**config.mk**
```make
export PLATFORM = sky130hd
export DESIGN_NAME = two_stack_bounded_queue_top
export DESIGN_NICKNAME = d
export VERILOG_FILES = /design/src/rtl/tsbq_pkg.sv /design/src/rtl/tsbq_ram.sv /design/src/rtl/two_stack_bounded_queue_top.sv
export VERILOG_INCLUDE_DIRS = /design/src /design/src/rtl
export SDC_FILE = /design/constraint.sdc
export NUM_CORES = 1
export LEC_CHECK = 0
export ABC_AREA = 1
export BUFFER_PORTS_ARGS = -buffer_cell sky130_fd_sc_hd__buf_4
export CORE_ASPECT_RATIO = 0.9
export CORE_MARGIN = 8
export CORE_UTILIZATION = 55
export CTS_CLUSTER_SIZE = 25
export DETAILED_ROUTE_END_ITERATION = 12
export PLACE_DENSITY_LB_ADDON = 0.08
export RECOVER_POWER = 25
export SLEW_MARGIN = 20
export SYNTH_ARGS = -nofsm -noshare
export SYNTH_HDL_FRONTEND = slang
export SYNTH_SLANG_ARGS = --single-unit
```
**constraint.sdc**
```tcl
create_clock -name clk -period 12.6 [get_ports clk]
set_input_delay 1.26 -clock clk [delete_from_list [all_inputs] [get_ports clk]]
set_output_delay 1.26 -clock clk [all_outputs]
set_load 0.05 [all_outputs]
```
**src/rtl/two_stack_bounded_queue_top_defines.svh**
```systemverilog
// ----------------------------------------------------------------------------
// Assertion macros for the two-stack bounded queue
// Concurrent checks on clk, disabled while rst_n is low; empty for synthesis.
// ----------------------------------------------------------------------------
`ifndef TWO_STACK_BOUNDED_QUEUE_TOP_DEFINES_SVH
`define TWO_STACK_BOUNDED_QUEUE_TOP_DEFINES_SVH

`ifndef SYNTHESIS
`define TSBQ_ASSERT_NOW(name, pre, post) \
  name: assert property (@(posedge clk) disable iff (!rst_n) (pre) |-> (post)) \
    else $error("tsbq check failed");
`define TSBQ_ASSERT_NEXT(name, pre, post) \
  name: assert property (@(posedge clk) disable iff (!rst_n) (pre) |=> (post)) \
    else $error("tsbq check failed");
`else
`define TSBQ_ASSERT_NOW(name, pre, post)
`define TSBQ_ASSERT_NEXT(name, pre, post)
`endif

`endif

```
**src/rtl/tsbq_pkg.sv**
```systemverilog
// ----------------------------------------------------------------------------
// tsbq_pkg
// Shared widths, codes and defaults of the two-stack bounded queue.
// ----------------------------------------------------------------------------
package tsbq_pkg;

  localparam int STACK_DEPTH_DEF = 16;
  localparam int DATA_W          = 32;
  localparam int ACT_W           = 2;
  localparam int STS_W           = 2;
  localparam int CNT_W           = 6;
  localparam int CFG_W           = 5;
  localparam int IN_TDATA_W      = 40;
  localparam int OUT_TDATA_W     = 40;

  localparam logic [CFG_W-1:0] MAX_SIZE_RST = 5'd16;

  localparam logic [ACT_W-1:0] ACT_PUSH  = 2'd0;
  localparam logic [ACT_W-1:0] ACT_POP   = 2'd1;
  localparam logic [ACT_W-1:0] ACT_FRONT = 2'd2;
  localparam logic [ACT_W-1:0] ACT_BACK  = 2'd3;

  localparam logic [STS_W-1:0] STS_OK    = 2'd0;
  localparam logic [STS_W-1:0] STS_FULL  = 2'd1;
  localparam logic [STS_W-1:0] STS_EMPTY = 2'd2;

endpackage

```
**src/rtl/tsbq_ram.sv**
```systemverilog
// ----------------------------------------------------------------------------
// tsbq_ram
// Generic single-write, single-read RAM with a registered read port.
// ----------------------------------------------------------------------------
module tsbq_ram #(
  parameter int WIDTH = tsbq_pkg::DATA_W,
  parameter int DEPTH = tsbq_pkg::STACK_DEPTH_DEF,
  localparam int AW   = (DEPTH > 1) ? $clog2(DEPTH) : 1
) (
  input  logic             clk,
  input  logic             wr_en,
  input  logic [AW-1:0]    wr_addr,
  input  logic [WIDTH-1:0] wr_data,
  input  logic [AW-1:0]    rd_addr,
  output logic [WIDTH-1:0] rd_data
);

  logic [WIDTH-1:0] mem [DEPTH];

  always_ff @(posedge clk) begin
    if (wr_en) begin
      mem[wr_addr] <= wr_data;
    end
    rd_data <= mem[rd_addr];
  end

endmodule

```
**src/rtl/two_stack_bounded_queue_top.sv**
```systemverilog
// ----------------------------------------------------------------------------
// two_stack_bounded_queue_top
// FIFO queue made of two bounded stacks held in RAM, run by a small sequencer.
// ----------------------------------------------------------------------------
//  channel | direction | contents
//  in_*    | slave     | tdata: action[1:0], push_value[33:2], zero[39:34]
//  out_*   | master    | tdata: status[1:0], data_out[33:2], item_count[39:34]
//  cfg_*   | write     | max_stack_size[4:0]
//
// An item passes from acceptance through S_DECIDE to S_FIN when it is refused or
// finds the queue empty, through S_DECIDE, S_PUSH and S_FIN for a push, and
// through S_DECIDE, S_READ, S_GRAB and S_FIN for pop, front and back. A move of
// one stack into the other runs in S_MOVE, one entry per cycle, through the read
// port of the source RAM and the write port of the destination RAM. in_tready
// is high only while the sequencer is idle; a finished result waits in the
// output register. Reset is synchronous: both stacks become empty and
// max_stack_size 16.
// ----------------------------------------------------------------------------
`include "two_stack_bounded_queue_top_defines.svh"

module two_stack_bounded_queue_top #(
  parameter int STACK_DEPTH = tsbq_pkg::STACK_DEPTH_DEF
) (
  input  logic                               clk,
  input  logic                               rst_n,
  input  logic                               in_tvalid,
  output logic                               in_tready,
  // action[1:0], push_value[33:2], zero[39:34]
  input  logic [tsbq_pkg::IN_TDATA_W-1:0]    in_tdata,
  output logic                               out_tvalid,
  input  logic                               out_tready,
  // status[1:0], data_out[33:2], item_count[39:34]
  output logic [tsbq_pkg::OUT_TDATA_W-1:0]   out_tdata,
  input  logic                               cfg_wr_en,
  input  logic [tsbq_pkg::CFG_W-1:0]         cfg_wr_data
);

  localparam int AW = (STACK_DEPTH > 1) ? $clog2(STACK_DEPTH) : 1;
  localparam int CW = $clog2(STACK_DEPTH + 1);
  localparam int EW = (CW > tsbq_pkg::CFG_W) ? CW : tsbq_pkg::CFG_W;
  localparam int DW = tsbq_pkg::DATA_W;
  localparam int SW = tsbq_pkg::STS_W;

  localparam logic [CW-1:0] SD_N = CW'(STACK_DEPTH);

  localparam logic [2:0] S_IDLE   = 3'd0;
  localparam logic [2:0] S_DECIDE = 3'd1;
  localparam logic [2:0] S_MOVE   = 3'd2;
  localparam logic [2:0] S_PUSH   = 3'd3;
  localparam logic [2:0] S_READ   = 3'd4;
  localparam logic [2:0] S_GRAB   = 3'd5;
  localparam logic [2:0] S_FIN    = 3'd6;

  logic [2:0]                  state_r, state_nxt;
  logic [2:0]                  after_r, after_nxt;
  logic [CW-1:0]               in_n_r, in_n_nxt;
  logic [CW-1:0]               out_n_r, out_n_nxt;
  logic [CW-1:0]               cnt_r, cnt_nxt;
  logic                        dir_r, dir_nxt;     // 1: out-stack into in-stack
  logic                        pend_r, pend_nxt;
  logic [AW-1:0]               wa_r, wa_nxt;
  logic                        rd_side_r, rd_side_nxt; // 1: read in-stack top
  logic [tsbq_pkg::CFG_W-1:0]  max_r;
  logic [tsbq_pkg::ACT_W-1:0]  act_r, act_nxt;
  logic [DW-1:0]               val_r, val_nxt;
  logic [SW-1:0]               res_status_r, res_status_nxt;
  logic [DW-1:0]               res_data_r, res_data_nxt;
  logic                        out_valid_r, out_valid_nxt;
  logic [SW-1:0]               out_status_r, out_status_nxt;
  logic [DW-1:0]               out_data_r, out_data_nxt;
  logic [tsbq_pkg::CNT_W-1:0]  out_cnt_r, out_cnt_nxt;

  logic [EW-1:0]  max_e;
  logic [CW-1:0]  cap;
  logic [CW-1:0]  mv_in, mv_out;
  logic [CW-1:0]  in_n_m1, out_n_m1;
  logic [CW:0]    total;
  logic           in_full;

  logic           in_we, out_we;
  logic [AW-1:0]  in_wa;
  logic [DW-1:0]  in_wd;
  logic [DW-1:0]  in_rdata, out_rdata;

  // Capacity is max_stack_size limited to the range 1 .. STACK_DEPTH.
  always_comb begin
    max_e = EW'(max_r);
    if (max_e == '0) begin
      cap = CW'(1);
    end else if (max_e > EW'(STACK_DEPTH)) begin
      cap = SD_N;
    end else begin
      cap = CW'(max_e);
    end
  end

  assign mv_in    = (in_n_r < cap) ? in_n_r : cap;
  assign mv_out   = (out_n_r < cap) ? out_n_r : cap;
  assign in_full  = (in_n_r >= cap);
  assign in_n_m1  = in_n_r - CW'(1);
  assign out_n_m1 = out_n_r - CW'(1);
  assign total    = {1'b0, in_n_r} + {1'b0, out_n_r};

  assign in_tready  = (state_r == S_IDLE);
  assign out_tvalid = out_valid_r;
  assign out_tdata  = {out_cnt_r, out_data_r, out_status_r};

  // Each RAM always reads its current top; a move shrinks the source by one
  // a cycle, so each entry arrives in the cycle after its read.
  assign in_wa = (state_r == S_PUSH) ? in_n_r[AW-1:0] : wa_r;
  assign in_wd = (state_r == S_PUSH) ? val_r : out_rdata;

  tsbq_ram #(
    .WIDTH (DW),
    .DEPTH (STACK_DEPTH)
  ) u_in_ram (
    .clk     (clk),
    .wr_en   (in_we),
    .wr_addr (in_wa),
    .wr_data (in_wd),
    .rd_addr (in_n_m1[AW-1:0]),
    .rd_data (in_rdata)
  );

  tsbq_ram #(
    .WIDTH (DW),
    .DEPTH (STACK_DEPTH)
  ) u_out_ram (
    .clk     (clk),
    .wr_en   (out_we),
    .wr_addr (wa_r),
    .wr_data (in_rdata),
    .rd_addr (out_n_m1[AW-1:0]),
    .rd_data (out_rdata)
  );

  always_comb begin
    state_nxt      = state_r;
    after_nxt      = after_r;
    in_n_nxt       = in_n_r;
    out_n_nxt      = out_n_r;
    cnt_nxt        = cnt_r;
    dir_nxt        = dir_r;
    pend_nxt       = pend_r;
    wa_nxt         = wa_r;
    rd_side_nxt    = rd_side_r;
    act_nxt        = act_r;
    val_nxt        = val_r;
    res_status_nxt = res_status_r;
    res_data_nxt   = res_data_r;
    out_valid_nxt  = out_valid_r && !out_tready;
    out_status_nxt = out_status_r;
    out_data_nxt   = out_data_r;
    out_cnt_nxt    = out_cnt_r;
    in_we          = 1'b0;
    out_we         = 1'b0;

    case (state_r)
      S_IDLE: begin
        if (in_tvalid) begin
          act_nxt   = in_tdata[tsbq_pkg::ACT_W-1:0];
          val_nxt   = in_tdata[tsbq_pkg::ACT_W +: DW];
          state_nxt = S_DECIDE;
        end
      end
      S_DECIDE: begin
        res_status_nxt = tsbq_pkg::STS_OK;
        res_data_nxt   = '0;
        if (act_r == tsbq_pkg::ACT_PUSH) begin
          if (in_full && out_n_r != '0) begin
            res_status_nxt = tsbq_pkg::STS_FULL;
            state_nxt      = S_FIN;
          end else if (in_full) begin
            dir_nxt   = 1'b0;
            cnt_nxt   = mv_in;
            after_nxt = S_PUSH;
            state_nxt = S_MOVE;
          end else begin
            state_nxt = S_PUSH;
          end
        end else if (in_n_r == '0 && out_n_r == '0) begin
          res_status_nxt = tsbq_pkg::STS_EMPTY;
          state_nxt      = S_FIN;
        end else if (act_r == tsbq_pkg::ACT_BACK) begin
          rd_side_nxt = 1'b1;
          after_nxt   = S_READ;
          if (in_n_r == '0) begin
            dir_nxt   = 1'b1;
            cnt_nxt   = mv_out;
            state_nxt = S_MOVE;
          end else begin
            state_nxt = S_READ;
          end
        end else begin
          rd_side_nxt = 1'b0;
          after_nxt   = S_READ;
          if (out_n_r == '0) begin
            dir_nxt   = 1'b0;
            cnt_nxt   = mv_in;
            state_nxt = S_MOVE;
          end else begin
            state_nxt = S_READ;
          end
        end
      end
      S_MOVE: begin
        // The write of the entry read in the previous cycle.
        if (pend_r) begin
          in_we  = dir_r;
          out_we = !dir_r;
        end
        if (cnt_r != '0) begin
          cnt_nxt  = cnt_r - CW'(1);
          pend_nxt = 1'b1;
          if (dir_r) begin
            out_n_nxt = out_n_r - CW'(1);
            in_n_nxt  = in_n_r + CW'(1);
            wa_nxt    = in_n_r[AW-1:0];
          end else begin
            in_n_nxt  = in_n_r - CW'(1);
            out_n_nxt = out_n_r + CW'(1);
            wa_nxt    = out_n_r[AW-1:0];
          end
        end else begin
          pend_nxt  = 1'b0;
          state_nxt = after_r;
        end
      end
      S_PUSH: begin
        if (in_n_r < SD_N) begin
          in_we        = 1'b1;
          in_n_nxt     = in_n_r + CW'(1);
          res_data_nxt = val_r;
        end else begin
          res_status_nxt = tsbq_pkg::STS_FULL;
        end
        state_nxt = S_FIN;
      end
      S_READ: begin
        state_nxt = S_GRAB;
      end
      S_GRAB: begin
        res_data_nxt = rd_side_r ? in_rdata : out_rdata;
        if (act_r == tsbq_pkg::ACT_POP) begin
          out_n_nxt = out_n_r - CW'(1);
        end
        state_nxt = S_FIN;
      end
      S_FIN: begin
        if (!out_valid_r || out_tready) begin
          out_valid_nxt  = 1'b1;
          out_status_nxt = res_status_r;
          out_data_nxt   = res_data_r;
          out_cnt_nxt    = tsbq_pkg::CNT_W'(total);
          state_nxt      = S_IDLE;
        end
      end
      default: begin
        state_nxt = S_IDLE;
      end
    endcase
  end

  always_ff @(posedge clk) begin
    if (!rst_n) begin
      state_r     <= S_IDLE;
      in_n_r      <= '0;
      out_n_r     <= '0;
      cnt_r       <= '0;
      pend_r      <= 1'b0;
      out_valid_r <= 1'b0;
      max_r       <= tsbq_pkg::MAX_SIZE_RST;
    end else begin
      state_r     <= state_nxt;
      in_n_r      <= in_n_nxt;
      out_n_r     <= out_n_nxt;
      cnt_r       <= cnt_nxt;
      pend_r      <= pend_nxt;
      out_valid_r <= out_valid_nxt;
      if (cfg_wr_en) begin
        max_r <= cfg_wr_data;
      end
    end
  end

  always_ff @(posedge clk) begin
    after_r      <= after_nxt;
    dir_r        <= dir_nxt;
    wa_r         <= wa_nxt;
    rd_side_r    <= rd_side_nxt;
    act_r        <= act_nxt;
    val_r        <= val_nxt;
    res_status_r <= res_status_nxt;
    res_data_r   <= res_data_nxt;
    out_status_r <= out_status_nxt;
    out_data_r   <= out_data_nxt;
    out_cnt_r    <= out_cnt_nxt;
  end

  `TSBQ_ASSERT_NOW(a_depth_bound, 1'b1, (in_n_r <= SD_N) && (out_n_r <= SD_N))
  `TSBQ_ASSERT_NOW(a_move_drains, (state_r == S_MOVE) && (cnt_r == '0), pend_r)
  `TSBQ_ASSERT_NOW(a_empty_result,
                   (state_r == S_FIN) && (res_status_r == tsbq_pkg::STS_EMPTY),
                   (in_n_r == '0) && (out_n_r == '0))
  `TSBQ_ASSERT_NOW(a_idle_no_write, in_tready, !pend_r)
  `TSBQ_ASSERT_NEXT(a_accept_decide, in_tvalid && in_tready, state_r == S_DECIDE)

endmodule
```
-- Word-level counts from Yosys, hierarchy flattened
Memory sizes are Yosys's and may differ from the RTL's. A register that Yosys moved wholly into a read port is not among the register bits.
Cells that the tools add are included.
- $add $sub $neg: 6
- reductions and logical operators: 33
- equality and inequality tests: 24
- magnitude comparators: 5
- muxes and demuxes: 67
- bitwise operators: 2
- operators with widths (kind ; number):
    32-bit 2-to-1 mux ; 3
    32-bit case mux with 3 select lines ; 1
    5-bit 2-to-1 mux ; 18
    3-bit 2-to-1 mux ; 13
    5-bit case mux with 2 select lines ; 3
    1-bit 2-to-1 mux ; 21
    2-bit inequality test (second input constant) ; 9
    3-bit case mux with 6 select lines ; 1
    5-bit zero test ; 3
    5-bit by 1-bit subtractor with 5-bit output (second input constant) ; 3
    3-bit inequality test (second input constant) ; 4
    3-bit AND reduction ; 4
    5-bit by 1-bit adder with 5-bit output (second input constant) ; 2
    5-bit less-than comparator ; 2
    2-bit AND reduction ; 5
    5-bit nonzero test ; 2
    3-bit equality test (second input constant) ; 3
    4-bit 2-to-1 mux ; 2
    4-bit inequality test (second input constant) ; 2
    2-bit nonzero test ; 4
    7-bit AND reduction ; 1
    5-bit by 5-bit adder with 6-bit output ; 1
    3-bit by 2-bit equality test with 1-bit output (second input constant) ; 2
    2-bit 2-to-1 mux ; 3
    19 further kinds ; 25
- register bits: 142
- logic and storage cells: 157
- input port bits: 50
- RAM bits: 1024
- memories kept: 2
- memory list (memory ; depth ; width ; rd ports ; clocked after memory_dff ; wr ports ; line ; text):
    u_in_ram.mem ; 16 ; 32 ; 1 ; 1 ; 1 ; tsbq_ram.sv:18 ; logic [WIDTH-1:0] mem [DEPTH];
    u_out_ram.mem ; 16 ; 32 ; 1 ; 1 ; 1 ; tsbq_ram.sv:18 ;

-- Logic depth before layout (Yosys ltp)
- depth after elaboration: 10
- gate-level depth with buffers: 17
- mapped depth without buffers: 17

-- Modules after synthesis
Synthesis repeated with hierarchy kept, for this count alone.
- cell total of the unflattened synthesis: 4997
- area, all modules: 52465.3 µm²
- by module, submodules not included (module ; area each (µm²) ; cells each ; times used):
    tsbq_ram at u_in_ram ; 22744.3 ; 2120 ; 1
    tsbq_ram at u_out_ram ; 22730.6 ; 2120 ; 1
    two_stack_bounded_queue_top ; 6990.5 ; 757 ; 1

-- Least setup slack after synthesis
OpenSTA, ideal clock, no wires.
- path kind: input -> register
- start: input out_tready
- end: register out_cnt_r[0] (netlist name), enable pin
- arrival: 5.122 ns
- buffers on the path: 0
- setup slack: 6.941 ns
- cell stages on the path: 2
- data required time: 12.063 ns
- cell sequence: nor2_1 > nor4_1
- word-level cells in the longest chain between the ends: 2
- RTL lines (what ; line ; text):
    from (decl) ; two_stack_bounded_queue_top.sv:31 ; input logic out_tready,
    1-bit logical OR ; two_stack_bounded_queue_top.sv:250 ; if (!out_valid_r || out_tready) begin
    2-bit AND reduction (no line) ; - ;
    to (signal assigned) ; two_stack_bounded_queue_top.sv:297 ; out_cnt_r <= out_cnt_nxt;
    to (decl) ; two_stack_bounded_queue_top.sv:71 ; logic [tsbq_pkg::CNT_W-1:0] out_cnt_r, out_cnt_nxt;
Every way passes these cells.
A chain may end at the register's enable or synchronous reset.

-- Final worst setup path
- start: register out_n_r[0]
- end: register u_out_ram.rd_data[6] (read register of u_out_ram.mem)
- word-level cells in the longest chain between the ends: 1
- RTL lines (what ; line ; text):
    from (decl) ; two_stack_bounded_queue_top.sv:57 ; logic [CW-1:0] out_n_r, out_n_nxt;
    from (signal assigned) ; two_stack_bounded_queue_top.sv:276 ; out_n_r <= out_n_nxt;
    5-bit by 1-bit subtractor with 5-bit output ; - ;
    to (decl) ; tsbq_ram.sv:15 ; output logic [WIDTH-1:0] rd_data
Every way passes these cells.

==> flow_summary_export.csv <==
group,metric,value,unit
clock_tree,cts_tree,"built",
synth,synth-seq-cells,1229,
clock_tree,post_cts.repair.setup_buffers,0,
clock_tree,clkSinkCount,1229,
cells_and_area,multi_input_area,10900,µm²
sta,hold_violations,0,
power_and_ir_drop,leakagePower,17.7,nW
route,wl,122000,µm
cells_and_area,final_common_cell,"edfxtp_1",
synth,synth_edf_count,1140,
cells_and_area,fillCellCount,6377,
setup_path,r2r_start,"out_n_r[0]",
sta,setup_viol,0,
cells_and_area,layout_common_cells,"edfxtp_1, nor2_1, o21ai_0, nand2_1, mux2i_1",
sta,postLayoutSetupSlackWorst,7480,ps
synth,syn_avg_cell_area,13.9,µm²
sta,fin_crit,5120,ps
setup_path,path_class,"register to register",
setup_path,r2r-end,"u_out_ram.rd_data[6]",
setup_path,max_stage_delay,950,ps
sta,skew,19.2,ps
placed_design,place_congestion,0.842,
placed_design,dp_slack,7670,ps
grt,grt_pass1_vias,28396,
power_and_ir_drop,ir_drop,191,µV
route,vias,29294,
cells_and_area,final_util,63.0,%
grt,grt_pass1_wl,179000,µm
sta,fmax,0.195,GHz
sta,finalSetupTns,0,ps
die,core-area,86300,µm²
route,wl_per_cell,25.5,µm
status,outcome,"complete, but fails checks",
worst_hold_path,hp-class,"register to register",
worst_hold_path,holdPathStages,0,
clock_tree,clk_pin_slew_worst_paths,60,ps
route,dr.first_iter.drc_count,3426,
clock_tree,cts_resized,0,
worst_hold_path,worst_hold_startpoint,"res_data_r[3]",
setup_path,r2r_cells,8,
cells_and_area,drive_gt1_share,11.6,%
synth,synth_ff_type,"edfxtp_1",
placed_design,dpl.hpwl,64100,µm
clock_tree,clk_latency,720,ps
synth,synth_async_sr_flop_share,0,%
die,die_area,97000,µm²
grt,antenna_found_initial,3,
route,drcViolationCount,0,
sta,rsz0062_at_grt,"false",
synth,yosys_warnings,0,
cells_and_area,ff_latch_area,36000,µm²
setup_path,endpoint_kind,"register",
setup_path,r2r_setup_slack,7480,ps
route,drtPass1Iterations,5,
route,postRouteAntennaNets,0,
grt,grt_max_degree,200,
setup_path,path_delay_family,"buffers and inverters",
sta,report.final.slew_viol_count,33,
sta,maxSlewHeadroom,-71.4,%
setup_path,critPathSlowestCell,"ha_4",
synth,synthCells,3448,
clock_tree,clockBufferDepth,3,
placed_design,place.port_buffers,85,
setup_path,cp-start-kind,"register",
clock_tree,cts_buffers,130,
route,vias_per_cell,6.12,
cells_and_area,syn2layout_area_growth,13.2,%
clock_tree,htreeDepth,4,
status,violations,"capacitance limit, slew limit",
synth,netlist_area,48000,µm²
clock_tree,cts_root_buf,"clkbuf_16",
setup_path,critPathBufInv,3,
sta,timing.final.crit_share,40.6,%
sta,timing.hold.ws,419,ps
sta,tightest_slew,2570,ps
setup_path,arrival,5750,ps
power_and_ir_drop,powerDensity,232,nW/µm²
setup_path,crit_chain,"inv_6 > ha_4 > buf_4 > buf_4 > o21ai_0 > o32ai_1 > o21ai_0 > o21ai_1",
synth,synth_nets,3521,
grt,overflow,0,
setup_path,worst-path-max-fanout,103,
flow_run,cap_violations,1,
die,io_pins,92,
synth,synth_cell_types,49,
cells_and_area,nets,3607,
die,die_y,296,µm
die,initial_core_util,55.6,%
die,fp.dieW,327,µm
grt,grtUsageTotal,24.8,%
synth,synth_seq_area_share,75.1,%
worst_hold_path,holdPathEnd,"out_data_r[3]",
die,rows,102,
clock_tree,cts_hold_buf,0,
setup_path,cp.required,13240,ps
metrics by stage:
step / power (W) / cell area (µm²) / std cells
after global placement: 0.00871 / 50100 / 4546
after floorplan: 0.00758 / 48000 / 3448
after detailed placement: 0.00883 / 50100 / 4546
after global routing: 0.0131 / 54300 / 4785
after CTS: 0.0126 / 54300 / 4785
final: 0.0126 / 54300 / 4787
power breakdown:
group	internal, W	total, W	leakage [nW]	switching (W)
registers	0.00533	0.00579	11.1	0.000458
clock network	0.00229	0.00379	2.10	0.00150
logic	0.000867	0.00301	4.57	0.00214
total	0.00849	0.0126	17.7	0.00410
worst max path at each step:
stage / endpoint / startpoint / cells past startpoint
5_1_grt: u_out_ram.rd_data[24] / out_n_r[0] / 8
3_5_place_dp: u_out_ram.rd_data[6] / out_n_r[0] / 8
3_3_place_gp: u_out_ram.rd_data[8] / out_n_r[0] / 8
2_1_floorplan: out_cnt_r[0] / out_tready / 2
6_report: u_out_ram.rd_data[6] / out_n_r[0] / 8
4_1_cts: u_out_ram.rd_data[6] / out_n_r[0] / 8
cell usage after synthesis (64+ instances only):
library cell  number  area share (%)
o221ai_1         109             2.0
o22ai_1           83             1.1
o21ai_0          452             4.7
nand2_1          207             1.6
buf_2             77            0.80
edfxtp_1        1140              71
o32ai_1           64             1.2
clkbuf_1         102            0.80
inv_1             85            0.66
nand3_1           87            0.91
dfxtp_1           89             3.7
mux2i_1          173             3.6
nor2_1           561             4.4
sequential cells by signal, indices dropped and copies added (netlist names), 3 cells and up:
name	flops
u_out_ram.rd_data	32
u_in_ram.mem	512
cnt_r	5
val_r	32
state_r	3
out_cnt_r	6
u_in_ram.rd_data	32
out_data_r	32
in_n_r	5
res_data_r	32
max_e	5
out_n_r	5
wa_r	4
u_out_ram.mem	512
cell families (layout without fill, tap and decap cells):
family | after synthesis | in the layout | synth area share, %
DFF | 1229 | 1229 | 75.1
and+or+nand+nor | 902 | 902 | 7.54
AOI/OAI and AO/OA | 796 | 796 | 10.0
buffers and inverters | 313 | 506 | 2.88
muxes | 173 | 173 | 3.61
adders and majority gates | 23 | 23 | 0.615
xor gates and xnor gates | 12 | 12 | 0.282
other | 0 | 2 | 0
layout make-up:
class                   count  share of cell area, %
multi-input cells        1906                   20.1
inverters                  99                  0.703
flip-flops and latches   1229                   66.3
clock buffers             199                   7.18
clock inverters            40                  0.719
diodes                      2                0.00921
well taps                1144                   2.64
repair buffers            168                   2.35
metal layers:
metal	share of wire, %	routed length [µm]	track usage (%)
met1	43	52500	35.9
met2	46	56700	39.2
met3	8.5	10300	4.07
met4	2.0	2440	6.72
met5	0.011	13	0
No activity file was read; power rests on OpenSTA's default activity.
